**src/sv/line_aligned_balanced_stream_splitter_defines.svh**
```systemverilog
// ---------------------------------------------------------------------------
// Assertion macros for the line-aligned stream splitter
// Shared concurrent assertion forms, clocked and disabled in reset.
// ---------------------------------------------------------------------------
`ifndef LINE_ALIGNED_BALANCED_STREAM_SPLITTER_DEFINES_SVH
`define LINE_ALIGNED_BALANCED_STREAM_SPLITTER_DEFINES_SVH

// same-cycle implication
`define LBSS_ASSERT_NOW(label, clk, rstn, ante, cons, msg) \
    label: assert property (@(posedge clk) disable iff (!(rstn)) (ante) |-> (cons)) \
        else $error(msg);

// next-cycle implication
`define LBSS_ASSERT_NEXT(label, clk, rstn, ante, cons, msg) \
    label: assert property (@(posedge clk) disable iff (!(rstn)) (ante) |=> (cons)) \
        else $error(msg);

`endif

```
**src/sv/lbss_pkg.sv**
```systemverilog
// ---------------------------------------------------------------------------
// lbss_pkg
// Shared constants, codes and control/status types of the stream splitter.
// ---------------------------------------------------------------------------
package lbss_pkg;

    // default widths
    localparam int DEF_BYTE_WIDTH = 48;
    localparam int DEF_LINE_WIDTH = 31;
    localparam int DEF_PART_WIDTH = 12;

    localparam int DEFAULT_PARTS = 100;
    localparam logic [7:0] LINE_FEED = 8'h0A;

    // request types on s_tuser
    localparam logic [1:0] REQ_START = 2'd0;
    localparam logic [1:0] REQ_DATA  = 2'd1;
    localparam logic [1:0] REQ_END   = 2'd2;

    // result kinds on m_tuser
    localparam logic [1:0] KIND_BYTE   = 2'd0;
    localparam logic [1:0] KIND_RECORD = 2'd1;
    localparam logic [1:0] KIND_DONE   = 2'd2;

    // configuration register indexes
    localparam int CFG_ADDR_W = 1;
    localparam logic [CFG_ADDR_W-1:0] REG_TOTAL_BYTES = 1'b0;
    localparam logic [CFG_ADDR_W-1:0] REG_PARTS_COUNT = 1'b1;

    // commands from controller to datapath
    typedef struct packed {
        logic start_stream;
        logic pass_byte;
        logic end_rec;
        logic idle_done;
        logic cut_rec;
        logic done_emit;
        logic open_part;
        logic thr_load;
    } cmd_t;

    // status from datapath to controller
    typedef struct packed {
        logic part_open;
        logic cut;
        logic slot_free;
        logic open_unlim;
        logic div_done;
        logic div_busy;
    } sts_t;

endpackage

```
**src/sv/lbss_div.sv**
```systemverilog
// ---------------------------------------------------------------------------
// lbss_div
// Radix-2 restoring divider, one quotient bit per cycle.
// ---------------------------------------------------------------------------
module lbss_div #(
    parameter int BW = 48,
    parameter int PW = 12
) (
    input  logic          aclk,
    input  logic          aresetn,
    input  logic          start,
    input  logic [BW-1:0] dividend,
    input  logic [PW-1:0] divisor,
    output logic          busy,
    output logic          done,
    output logic [BW-1:0] quotient,
    output logic          rem_nz
);

    localparam int CNT_W = $clog2(BW + 1);

    logic [CNT_W-1:0] cnt_reg;
    logic             done_reg;
    logic [BW-1:0]    quo_reg;
    logic [PW-1:0]    rem_reg;
    logic [PW-1:0]    dsr_reg;
    logic [PW:0]      shifted;
    logic [PW:0]      trial;

    // shift in next dividend bit and try the subtract
    assign shifted = {rem_reg, quo_reg[BW-1]};
    assign trial   = shifted - {1'b0, dsr_reg};

    // iteration counter
    always_ff @(posedge aclk) begin
        if (!aresetn) begin
            cnt_reg  <= '0;
            done_reg <= 1'b0;
        end else begin
            done_reg <= 1'b0;
            if (start) begin
                cnt_reg <= CNT_W'(BW);
            end else if (cnt_reg != '0) begin
                cnt_reg <= cnt_reg - CNT_W'(1);
                if (cnt_reg == CNT_W'(1)) begin
                    done_reg <= 1'b1;
                end
            end
        end
    end

    // quotient and remainder
    always_ff @(posedge aclk) begin
        if (start) begin
            quo_reg <= dividend;
            rem_reg <= '0;
            dsr_reg <= divisor;
        end else if (cnt_reg != '0) begin
            if (!trial[PW]) begin
                rem_reg <= trial[PW-1:0];
                quo_reg <= {quo_reg[BW-2:0], 1'b1};
            end else begin
                rem_reg <= shifted[PW-1:0];
                quo_reg <= {quo_reg[BW-2:0], 1'b0};
            end
        end
    end

    assign busy     = (cnt_reg != '0);
    assign done     = done_reg;
    assign quotient = quo_reg;
    assign rem_nz   = (rem_reg != '0);

endmodule

```
**src/sv/lbss_dp.sv**
```systemverilog
// ---------------------------------------------------------------------------
// lbss_dp
// Splitter datapath: configuration, stream counters, part threshold and
// the result register.
// ---------------------------------------------------------------------------
module lbss_dp
    import lbss_pkg::*;
#(
    parameter int BW = DEF_BYTE_WIDTH,
    parameter int LW = DEF_LINE_WIDTH,
    parameter int PW = DEF_PART_WIDTH,
    localparam int OUT_BITS = 8 + PW + 3 * LW + 3 * BW + 2,
    localparam int OUT_W    = ((OUT_BITS + 7) / 8) * 8
) (
    input  logic                  aclk,
    input  logic                  aresetn,
    input  logic                  cfg_we,
    input  logic [CFG_ADDR_W-1:0] cfg_addr,
    input  logic [BW-1:0]         cfg_wdata,
    input  logic [7:0]            s_tdata,
    input  logic                  m_tready,
    output logic                  m_tvalid,
    output logic [OUT_W-1:0]      m_tdata,
    output logic [1:0]            m_tuser,
    output logic                  m_tlast,
    input  cmd_t                  cmd,
    output sts_t                  sts
);

    // configuration
    logic [BW-1:0] total_reg;
    logic [PW-1:0] parts_reg;

    // stream state
    logic [BW-1:0] stream_offset_reg;
    logic [BW-1:0] bytes_in_part_reg;
    logic [BW-1:0] cut_threshold_reg;
    logic          thr_unlim_reg;
    logic [PW-1:0] current_part_reg;
    logic [LW-1:0] part_start_line_reg;
    logic [LW-1:0] lines_in_part_reg;
    logic [LW-1:0] line_number_reg;
    logic [BW-1:0] part_start_offset_reg;

    // result register
    logic          out_valid_reg;
    logic [1:0]    out_kind_reg;
    logic [7:0]    out_byte_reg;
    logic [PW-1:0] out_part_reg;
    logic [LW-1:0] out_first_line_reg;
    logic [LW-1:0] out_last_line_reg;
    logic [LW-1:0] out_line_total_reg;
    logic [BW-1:0] out_first_byte_reg;
    logic [BW:0]   out_last_byte_reg;
    logic [BW-1:0] out_part_bytes_reg;
    logic          out_len_ok_reg;
    logic          out_last_reg;

    logic          out_load;
    logic          slot_free;
    logic          is_lf;
    logic          cut;
    logic [PW-1:0] parts_eff;
    logic [PW-1:0] cp_next;
    logic          open_unlim;
    logic [PW-1:0] rp;
    logic [BW:0]   offset_diff;
    logic [BW-1:0] rem_bytes;
    logic [LW:0]   end_sum;
    logic [LW-1:0] rec_last_line;
    logic [LW-1:0] rec_line_total;
    logic [BW:0]   rec_last_byte;
    logic          len_ok;
    logic          div_start;
    logic          div_busy;
    logic          div_done;
    logic [BW-1:0] div_quo;
    logic          div_rem_nz;
    logic [OUT_BITS-1:0] packed_out;

    // cut decision for the incoming byte
    assign is_lf = (s_tdata == LINE_FEED);
    assign cut   = !thr_unlim_reg && (bytes_in_part_reg >= cut_threshold_reg) && is_lf;

    // part opening: number, last-part test, remaining parts and bytes
    assign parts_eff   = (parts_reg == '0) ? PW'(1) : parts_reg;
    assign cp_next     = (&current_part_reg) ? current_part_reg
                                             : current_part_reg + PW'(1);
    assign open_unlim  = (cp_next >= parts_eff) || (&cp_next);
    assign rp          = parts_eff - cp_next + PW'(1);
    assign offset_diff = {1'b0, total_reg} - {1'b0, stream_offset_reg};
    assign rem_bytes   = offset_diff[BW] ? '0 : offset_diff[BW-1:0];
    assign div_start   = cmd.open_part && !open_unlim;

    lbss_div #(
        .BW (BW),
        .PW (PW)
    ) u_div (
        .aclk     (aclk),
        .aresetn  (aresetn),
        .start    (div_start),
        .dividend (rem_bytes),
        .divisor  (rp),
        .busy     (div_busy),
        .done     (div_done),
        .quotient (div_quo),
        .rem_nz   (div_rem_nz)
    );

    // record fields, last line saturates at the counter maximum
    assign end_sum        = {1'b0, part_start_line_reg} + {1'b0, lines_in_part_reg - LW'(1)};
    assign rec_last_line  = (lines_in_part_reg == '0) ? part_start_line_reg
                          : (end_sum[LW] ? '1 : end_sum[LW-1:0]);
    assign rec_line_total = (lines_in_part_reg == '0) ? LW'(1)
                          : (end_sum[LW] ? (~part_start_line_reg + LW'(1))
                                         : lines_in_part_reg);
    assign rec_last_byte  = {1'b0, stream_offset_reg} - (BW + 1)'(1);
    assign len_ok         = (stream_offset_reg == total_reg);

    assign slot_free = !out_valid_reg || m_tready;
    assign out_load  = cmd.pass_byte || cmd.end_rec || cmd.idle_done
                    || cmd.cut_rec || cmd.done_emit;

    // configuration writes
    always_ff @(posedge aclk) begin
        if (!aresetn) begin
            total_reg <= '0;
            parts_reg <= PW'(DEFAULT_PARTS);
        end else if (cfg_we) begin
            case (cfg_addr)
                REG_TOTAL_BYTES: total_reg <= cfg_wdata;
                REG_PARTS_COUNT: parts_reg <= cfg_wdata[PW-1:0];
                default: ;
            endcase
        end
    end

    // stream counters and part state
    always_ff @(posedge aclk) begin
        if (!aresetn || cmd.start_stream) begin
            stream_offset_reg     <= '0;
            bytes_in_part_reg     <= '0;
            cut_threshold_reg     <= '0;
            thr_unlim_reg         <= 1'b0;
            current_part_reg      <= '0;
            part_start_line_reg   <= LW'(1);
            lines_in_part_reg     <= '0;
            line_number_reg       <= LW'(1);
            part_start_offset_reg <= '0;
        end else begin
            if (cmd.pass_byte) begin
                if (!(&stream_offset_reg)) begin
                    stream_offset_reg <= stream_offset_reg + BW'(1);
                end
                if (!(&bytes_in_part_reg)) begin
                    bytes_in_part_reg <= bytes_in_part_reg + BW'(1);
                end
                if (is_lf && !(&lines_in_part_reg)) begin
                    lines_in_part_reg <= lines_in_part_reg + LW'(1);
                end
                if (is_lf && !(&line_number_reg)) begin
                    line_number_reg <= line_number_reg + LW'(1);
                end
            end
            if (cmd.open_part) begin
                current_part_reg      <= cp_next;
                part_start_offset_reg <= stream_offset_reg;
                part_start_line_reg   <= line_number_reg;
                lines_in_part_reg     <= '0;
                bytes_in_part_reg     <= '0;
                thr_unlim_reg         <= open_unlim;
                if (open_unlim) begin
                    cut_threshold_reg <= '0;
                end
            end
            if (cmd.thr_load) begin
                cut_threshold_reg <= div_quo + BW'(div_rem_nz);
            end
            if (cmd.done_emit) begin
                current_part_reg <= '0;
            end
        end
    end

    // result register valid
    always_ff @(posedge aclk) begin
        if (!aresetn) begin
            out_valid_reg <= 1'b0;
        end else if (out_load) begin
            out_valid_reg <= 1'b1;
        end else if (m_tready) begin
            out_valid_reg <= 1'b0;
        end
    end

    // result register payload
    always_ff @(posedge aclk) begin
        if (out_load) begin
            out_byte_reg       <= '0;
            out_part_reg       <= current_part_reg;
            out_first_line_reg <= '0;
            out_last_line_reg  <= '0;
            out_line_total_reg <= '0;
            out_first_byte_reg <= '0;
            out_last_byte_reg  <= '0;
            out_part_bytes_reg <= '0;
            out_len_ok_reg     <= 1'b0;
            out_last_reg       <= 1'b1;
            if (cmd.pass_byte) begin
                out_kind_reg <= KIND_BYTE;
                out_byte_reg <= s_tdata;
                out_last_reg <= !cut;
            end else if (cmd.cut_rec || cmd.end_rec) begin
                out_kind_reg       <= KIND_RECORD;
                out_first_line_reg <= part_start_line_reg;
                out_last_line_reg  <= rec_last_line;
                out_line_total_reg <= rec_line_total;
                out_first_byte_reg <= part_start_offset_reg;
                out_last_byte_reg  <= rec_last_byte;
                out_part_bytes_reg <= bytes_in_part_reg;
                out_last_reg       <= cmd.cut_rec;
            end else begin
                out_kind_reg   <= KIND_DONE;
                out_len_ok_reg <= cmd.done_emit && len_ok;
                if (cmd.idle_done) begin
                    out_part_reg <= '0;
                end
            end
        end
    end

    // pack result fields, lowest first
    assign packed_out = {out_len_ok_reg, out_part_bytes_reg, out_last_byte_reg,
                         out_first_byte_reg, out_line_total_reg, out_last_line_reg,
                         out_first_line_reg, out_part_reg, out_byte_reg};

    assign m_tvalid = out_valid_reg;
    assign m_tdata  = OUT_W'(packed_out);
    assign m_tuser  = out_kind_reg;
    assign m_tlast  = out_last_reg;

    // status to controller
    assign sts.part_open  = (current_part_reg != '0);
    assign sts.cut        = cut;
    assign sts.slot_free  = slot_free;
    assign sts.open_unlim = open_unlim;
    assign sts.div_done   = div_done;
    assign sts.div_busy   = div_busy;

endmodule

```
**src/sv/lbss_ctrl.sv**
```systemverilog
// ---------------------------------------------------------------------------
// lbss_ctrl
// Splitter controller: input acceptance and result sequencing.
// ---------------------------------------------------------------------------
module lbss_ctrl
    import lbss_pkg::*;
(
    input  logic       aclk,
    input  logic       aresetn,
    input  logic       s_tvalid,
    input  logic [1:0] s_req,
    output logic       s_tready,
    input  sts_t       sts,
    output cmd_t       cmd
);

    localparam logic [2:0] ST_IDLE = 3'd0;
    localparam logic [2:0] ST_REC  = 3'd1;
    localparam logic [2:0] ST_OPEN = 3'd2;
    localparam logic [2:0] ST_DIV  = 3'd3;
    localparam logic [2:0] ST_DONE = 3'd4;

    logic [2:0] state_reg;
    logic [2:0] state_next;
    logic       accept;

    assign s_tready = (state_reg == ST_IDLE) && sts.slot_free;
    assign accept   = s_tvalid && s_tready;

    // next state and commands
    always_comb begin
        state_next = state_reg;
        cmd        = '0;
        case (state_reg)
            ST_IDLE: begin
                if (accept) begin
                    case (s_req)
                        REQ_START: begin
                            cmd.start_stream = 1'b1;
                            state_next       = ST_OPEN;
                        end
                        REQ_DATA: begin
                            if (sts.part_open) begin
                                cmd.pass_byte = 1'b1;
                                if (sts.cut) begin
                                    state_next = ST_REC;
                                end
                            end
                        end
                        REQ_END: begin
                            if (sts.part_open) begin
                                cmd.end_rec = 1'b1;
                                state_next  = ST_DONE;
                            end else begin
                                cmd.idle_done = 1'b1;
                            end
                        end
                        default: ;
                    endcase
                end
            end
            ST_REC: begin
                if (sts.slot_free) begin
                    cmd.cut_rec = 1'b1;
                    state_next  = ST_OPEN;
                end
            end
            ST_OPEN: begin
                cmd.open_part = 1'b1;
                state_next    = sts.open_unlim ? ST_IDLE : ST_DIV;
            end
            ST_DIV: begin
                if (sts.div_done) begin
                    cmd.thr_load = 1'b1;
                    state_next   = ST_IDLE;
                end
            end
            ST_DONE: begin
                if (sts.slot_free) begin
                    cmd.done_emit = 1'b1;
                    state_next    = ST_IDLE;
                end
            end
            default: begin
                state_next = ST_IDLE;
            end
        endcase
    end

    // state register
    always_ff @(posedge aclk) begin
        if (!aresetn) begin
            state_reg <= ST_IDLE;
        end else begin
            state_reg <= state_next;
        end
    end

endmodule

```
**src/sv/line_aligned_balanced_stream_splitter.sv**
```systemverilog
// ---------------------------------------------------------------------------
// line_aligned_balanced_stream_splitter
// Splits a text byte stream into balanced, line-aligned parts.
// ---------------------------------------------------------------------------
// A start transaction opens part 1, data transactions pass bytes through
// tagged with their part while one is open, and an end transaction closes
// the stream with a part record if a part is open, and a done status. A
// data byte is taken in idle when the result register is free. A byte that
// cuts a part gives its byte, then its record result; the next part is
// opened and, unless it is the last, the radix-2 divider forms the cut
// threshold; a start transaction costs the same open sequence. An end
// transaction with an open stream gives a record, then a done status. The
// result register holds one result; input stalls if it is full and untaken.
`include "line_aligned_balanced_stream_splitter_defines.svh"

module line_aligned_balanced_stream_splitter
    import lbss_pkg::*;
#(
    parameter int BYTE_WIDTH = DEF_BYTE_WIDTH,
    parameter int LINE_WIDTH = DEF_LINE_WIDTH,
    parameter int PART_WIDTH = DEF_PART_WIDTH,
    localparam int OUT_BITS = 8 + PART_WIDTH + 3 * LINE_WIDTH + 3 * BYTE_WIDTH + 2,
    localparam int OUT_W    = ((OUT_BITS + 7) / 8) * 8
) (
    input  logic                  aclk,
    input  logic                  aresetn,
    // configuration
    input  logic                  cfg_we,
    input  logic [CFG_ADDR_W-1:0] cfg_addr,
    input  logic [BYTE_WIDTH-1:0] cfg_wdata,
    // input stream
    input  logic                  s_tvalid,
    output logic                  s_tready,
    input  logic [7:0]            s_tdata,   // data_byte
    input  logic [1:0]            s_tuser,   // req_type
    // result stream
    output logic                  m_tvalid,
    input  logic                  m_tready,
    output logic [OUT_W-1:0]      m_tdata,   // out_byte, part_index, first_line,
                                             // last_line, line_total, first_byte,
                                             // last_byte, part_bytes, length_ok
    output logic [1:0]            m_tuser,   // result_kind
    output logic                  m_tlast
);

    cmd_t cmd;
    sts_t sts;

    lbss_ctrl u_ctrl (
        .aclk     (aclk),
        .aresetn  (aresetn),
        .s_tvalid (s_tvalid),
        .s_req    (s_tuser),
        .s_tready (s_tready),
        .sts      (sts),
        .cmd      (cmd)
    );

    lbss_dp #(
        .BW (BYTE_WIDTH),
        .LW (LINE_WIDTH),
        .PW (PART_WIDTH)
    ) u_dp (
        .aclk      (aclk),
        .aresetn   (aresetn),
        .cfg_we    (cfg_we),
        .cfg_addr  (cfg_addr),
        .cfg_wdata (cfg_wdata),
        .s_tdata   (s_tdata),
        .m_tready  (m_tready),
        .m_tvalid  (m_tvalid),
        .m_tdata   (m_tdata),
        .m_tuser   (m_tuser),
        .m_tlast   (m_tlast),
        .cmd       (cmd),
        .sts       (sts)
    );

    // checks
    `LBSS_ASSERT_NOW(a_no_take_while_div, aclk, aresetn, sts.div_busy, !s_tready,
        "input taken while divider busy")
    `LBSS_ASSERT_NOW(a_take_needs_slot, aclk, aresetn, s_tready, (!m_tvalid || m_tready),
        "input taken with result register full")
    `LBSS_ASSERT_NEXT(a_cut_then_record, aclk, aresetn,
        (m_tvalid && m_tready && (m_tuser == KIND_BYTE) && !m_tlast),
        (m_tvalid && (m_tuser == KIND_RECORD) && m_tlast),
        "cut byte not followed by record")
    `LBSS_ASSERT_NEXT(a_end_then_done, aclk, aresetn,
        (m_tvalid && m_tready && (m_tuser == KIND_RECORD) && !m_tlast),
        (m_tvalid && (m_tuser == KIND_DONE) && m_tlast),
        "end record not followed by done status")

endmodule
```
**config.mk**
```make
export PLATFORM = sky130hd
export DESIGN_NAME = line_aligned_balanced_stream_splitter
export DESIGN_NICKNAME = d
export VERILOG_FILES = /design/src/sv/lbss_pkg.sv /design/src/sv/lbss_div.sv /design/src/sv/lbss_dp.sv /design/src/sv/lbss_ctrl.sv /design/src/sv/line_aligned_balanced_stream_splitter.sv
export VERILOG_INCLUDE_DIRS = /design/src /design/src/sv
export SDC_FILE = /design/constraint.sdc
export NUM_CORES = 2
export LEC_CHECK = 0
export ABC_AREA = 0
export BUFFER_PORTS_ARGS = -buffer_cell sky130_fd_sc_hd__buf_2
export CAP_MARGIN = 0
export CELL_PAD_IN_SITES_DETAIL_PLACEMENT = 0
export CELL_PAD_IN_SITES_GLOBAL_PLACEMENT = 1
export CORE_MARGIN = 2
export CORE_UTILIZATION = 45
export DETAILED_ROUTE_END_ITERATION = 10
export PLACE_DENSITY = 0.76
export SYNTH_ARGS = -nofsm -noshare
export SYNTH_HDL_FRONTEND = slang
export SYNTH_HIERARCHICAL = 1
export SYNTH_SLANG_ARGS = --single-unit
```
**constraint.sdc**
```tcl
create_clock -name aclk -period 9.5 [get_ports aclk]
set_input_delay 0.475 -clock aclk [delete_from_list [all_inputs] [get_ports aclk]]
set_output_delay 0.475 -clock aclk [all_outputs]
set_load 0.01 [all_outputs]
```
==> results.sh <==
export IMPL_drt_initial_drc_count=1892
export IMPL_antenna_found_initial=8
export IMPL_clk_latency_ps=630
export IMPL_grt_pass1_vias=27600
export IMPL_pin_count=333
export IMPL_regArea_um2=17300
export IMPL_postCtsSetupBuffers=0
export IMPL_cts_sinks=703
export IMPL_cp_top_family="simple AND/OR/NAND/NOR gates"
export IMPL_power_switching_share_pct=27.3
export IMPL_hold_class="in2reg"
export IMPL_largest_reg_flops=49
export IMPL_core_um2=83600
export IMPL_cp_arrival_ps=6240
export IMPL_root_buffer="clkbuf_16"
export IMPL_pwr_share_clk_pct=39.3
export IMPL_hold_buffers=0
export IMPL_hold_viol=0
export IMPL_antenna_left=0
export IMPL_power_frac_comb_pct=16.4
export IMPL_drc=0
export IMPL_drive_gt1_share_pct=13.8
export IMPL_setup_viol=0
export IMPL_vias_per_cell=5.35
export IMPL_cts_clk_slew_worst_paths_ps=60
export IMPL_path_buf_inv=1
export IMPL_p_leak_nw=17.4
export IMPL_timing_fmax_mhz=170
export IMPL_synth_cells=4025
export IMPL_period_share_pct=61.9
export IMPL_initial_utilization_pct=45.5
export IMPL_place_area_um2=40400
export IMPL_crit_chain="nor4_2 -> nand2_1 -> or3_1 -> or3_1 -> or4_1 -> xnor2_1 -> ha_1 -> nand4_1 -> nor3_1 -> nand3_1 -> o311ai_0 -> o41ai_1 -> o21ai_4 -> buf_4 -> mux2i_1 -> nor2_1"
export IMPL_outcome="complete, no violations"
export IMPL_totalPowerFinal_mw=8.40
export IMPL_post_dp_hpwl_um=72800
export IMPL_area_delta_synth_final_pct=13.9
export IMPL_place_inst=5258
export IMPL_syn_avg_cell_area_um2=9.44
export IMPL_cp_slowest_stage_delay_ps=690
export IMPL_rsz0062_at_grt="no"
export IMPL_die_w_um=295
export IMPL_max_cap_violations=0
export IMPL_cp_data_required_time_ps=9860
export IMPL_crit_path_frequent_cell="or3_1"
export IMPL_syn_cell_area_um2=38000
export IMPL_gp_congestion=0.877
export IMPL_grt_max_degree=146
export IMPL_cts_made_buffers=79
export IMPL_die_area_um2=86700
export IMPL_ir_drop_uv=132
export IMPL_clockBufferDepth=3
export IMPL_power_density_nw_per_um2=194
export IMPL_gr_total_overflow=0
export IMPL_p_int_mw=6.10
export IMPL_post_drt_wl_per_cell_um=18.4
export IMPL_switchingPower_mw=2.30
export IMPL_crit_type="reg2reg"
export IMPL_fin_ws_ps=3620
export IMPL_grtUsageTotal_pct=22.5
export IMPL_ctsResizeCount=0
export IMPL_seqPwrFrac_pct=44.2
export IMPL_htreeDepth=3
export IMPL_stdcell_count=5408
export IMPL_routed_wl_um=99500
export IMPL_cts_tree="built"
export IMPL_dp_slack_ps=3700
export IMPL_rows=106
export IMPL_synth_warning_count=6
export IMPL_multi_input_area_um2=19000
export IMPL_skew_ps=34.0
export IMPL_cp_start_kind="register"
export IMPL_die_h_um=295
export IMPL_setup_tns_final_ps=0
export IMPL_fin_crit_ps=5880
export IMPL_worst_pin_slew_ps=1090
export IMPL_cp_max_fo=41
export IMPL_final_area_um2=43200
export IMPL_fillers=7835
export IMPL_cp_slowest_cell="o311ai_0"
export IMPL_dr_pass1_iters=5
export IMPL_num_vias=28900
export IMPL_num_nets_final=4520
export IMPL_io_buffers=327
export IMPL_slew_viol_final=0
export IMPL_grt_pass1_wl_um=156000
export IMPL_slew_limit_headroom_pct=27.5
export IMPL_worstSetupEndpointType="register"
==> placed cells by master, fill, tap and decap left out, types with 77 or more instances in the layout <==
cell type  count
mux2i_1      119
nand4_1       77
o21ai_0      107
xor2_1       151
ha_1         193
and2_1       124
dfxtp_1      381
nor2_1       486
xnor2_1      210
edfxtp_1     322
a21oi_1      216
nand3_1      111
nand2_1      363
clkbuf_16     88
inv_1        229
buf_2        327
==> final timing paths <==
check                                  from                          end  slack, ps  depth (start not counted)
hold / removal                cfg_wdata[40]           u_dp/total_reg[40]         90                          3
setup / recovery  u_dp/lines_in_part_reg[6]  u_dp/out_line_total_reg[12]       3620                         16
setup reg to reg  u_dp/lines_in_part_reg[6]  u_dp/out_line_total_reg[12]       3620                         16
hold reg to reg          u_dp/total_reg[25]           u_dp/total_reg[25]        460                          2
==> through the flow <==
step	util, %	hold slack (ps)
floorplan	-	432
global placement	48.3	446
detailed placement	48.3	448
CTS	51.7	51.4
global route	51.7	72.6
finish	51.8	86.7
==> worst min-delay path: cells and delay by family <==
family	cells	cell delay, ps
AOI/OAI and AO/OA	1	50
buffers and inverters	1	90
and+or+nand+nor	1	40
==> final cells by class <==
type / instances / share of cell area [%]
clock inverter: 37 / 1.09
timing repair buffer: 356 / 4.32
antenna: 2 / 0.0116
multi-input combinational: 2885 / 43.9
inverter: 234 / 2.03
sequential: 703 / 40.0
tap: 1080 / 3.13
clock buffer: 111 / 5.48
==> routing by layer <==
metal / GRT usage (%) / share of wire, % / up-vias
met5: 0 / 0.086 / -
met4: 5.74 / 2.0 / 14
met3: 3.36 / 4.7 / 129
met2: 35.0 / 44 / 609
met1: 32.6 / 49 / 13600
li1: - / - / 14600
==> power by group through the flow <==
stage	combinational [mW]	clock [mW]	sequential [mW]
floorplan	1.05	0	3.77
global placement	1.37	0	3.77
detailed placement	1.38	0	3.78
CTS	1.39	3.39	3.72
global route	1.55	3.50	3.75
finish	1.38	3.30	3.71
(Power assumes the default switching activity.)
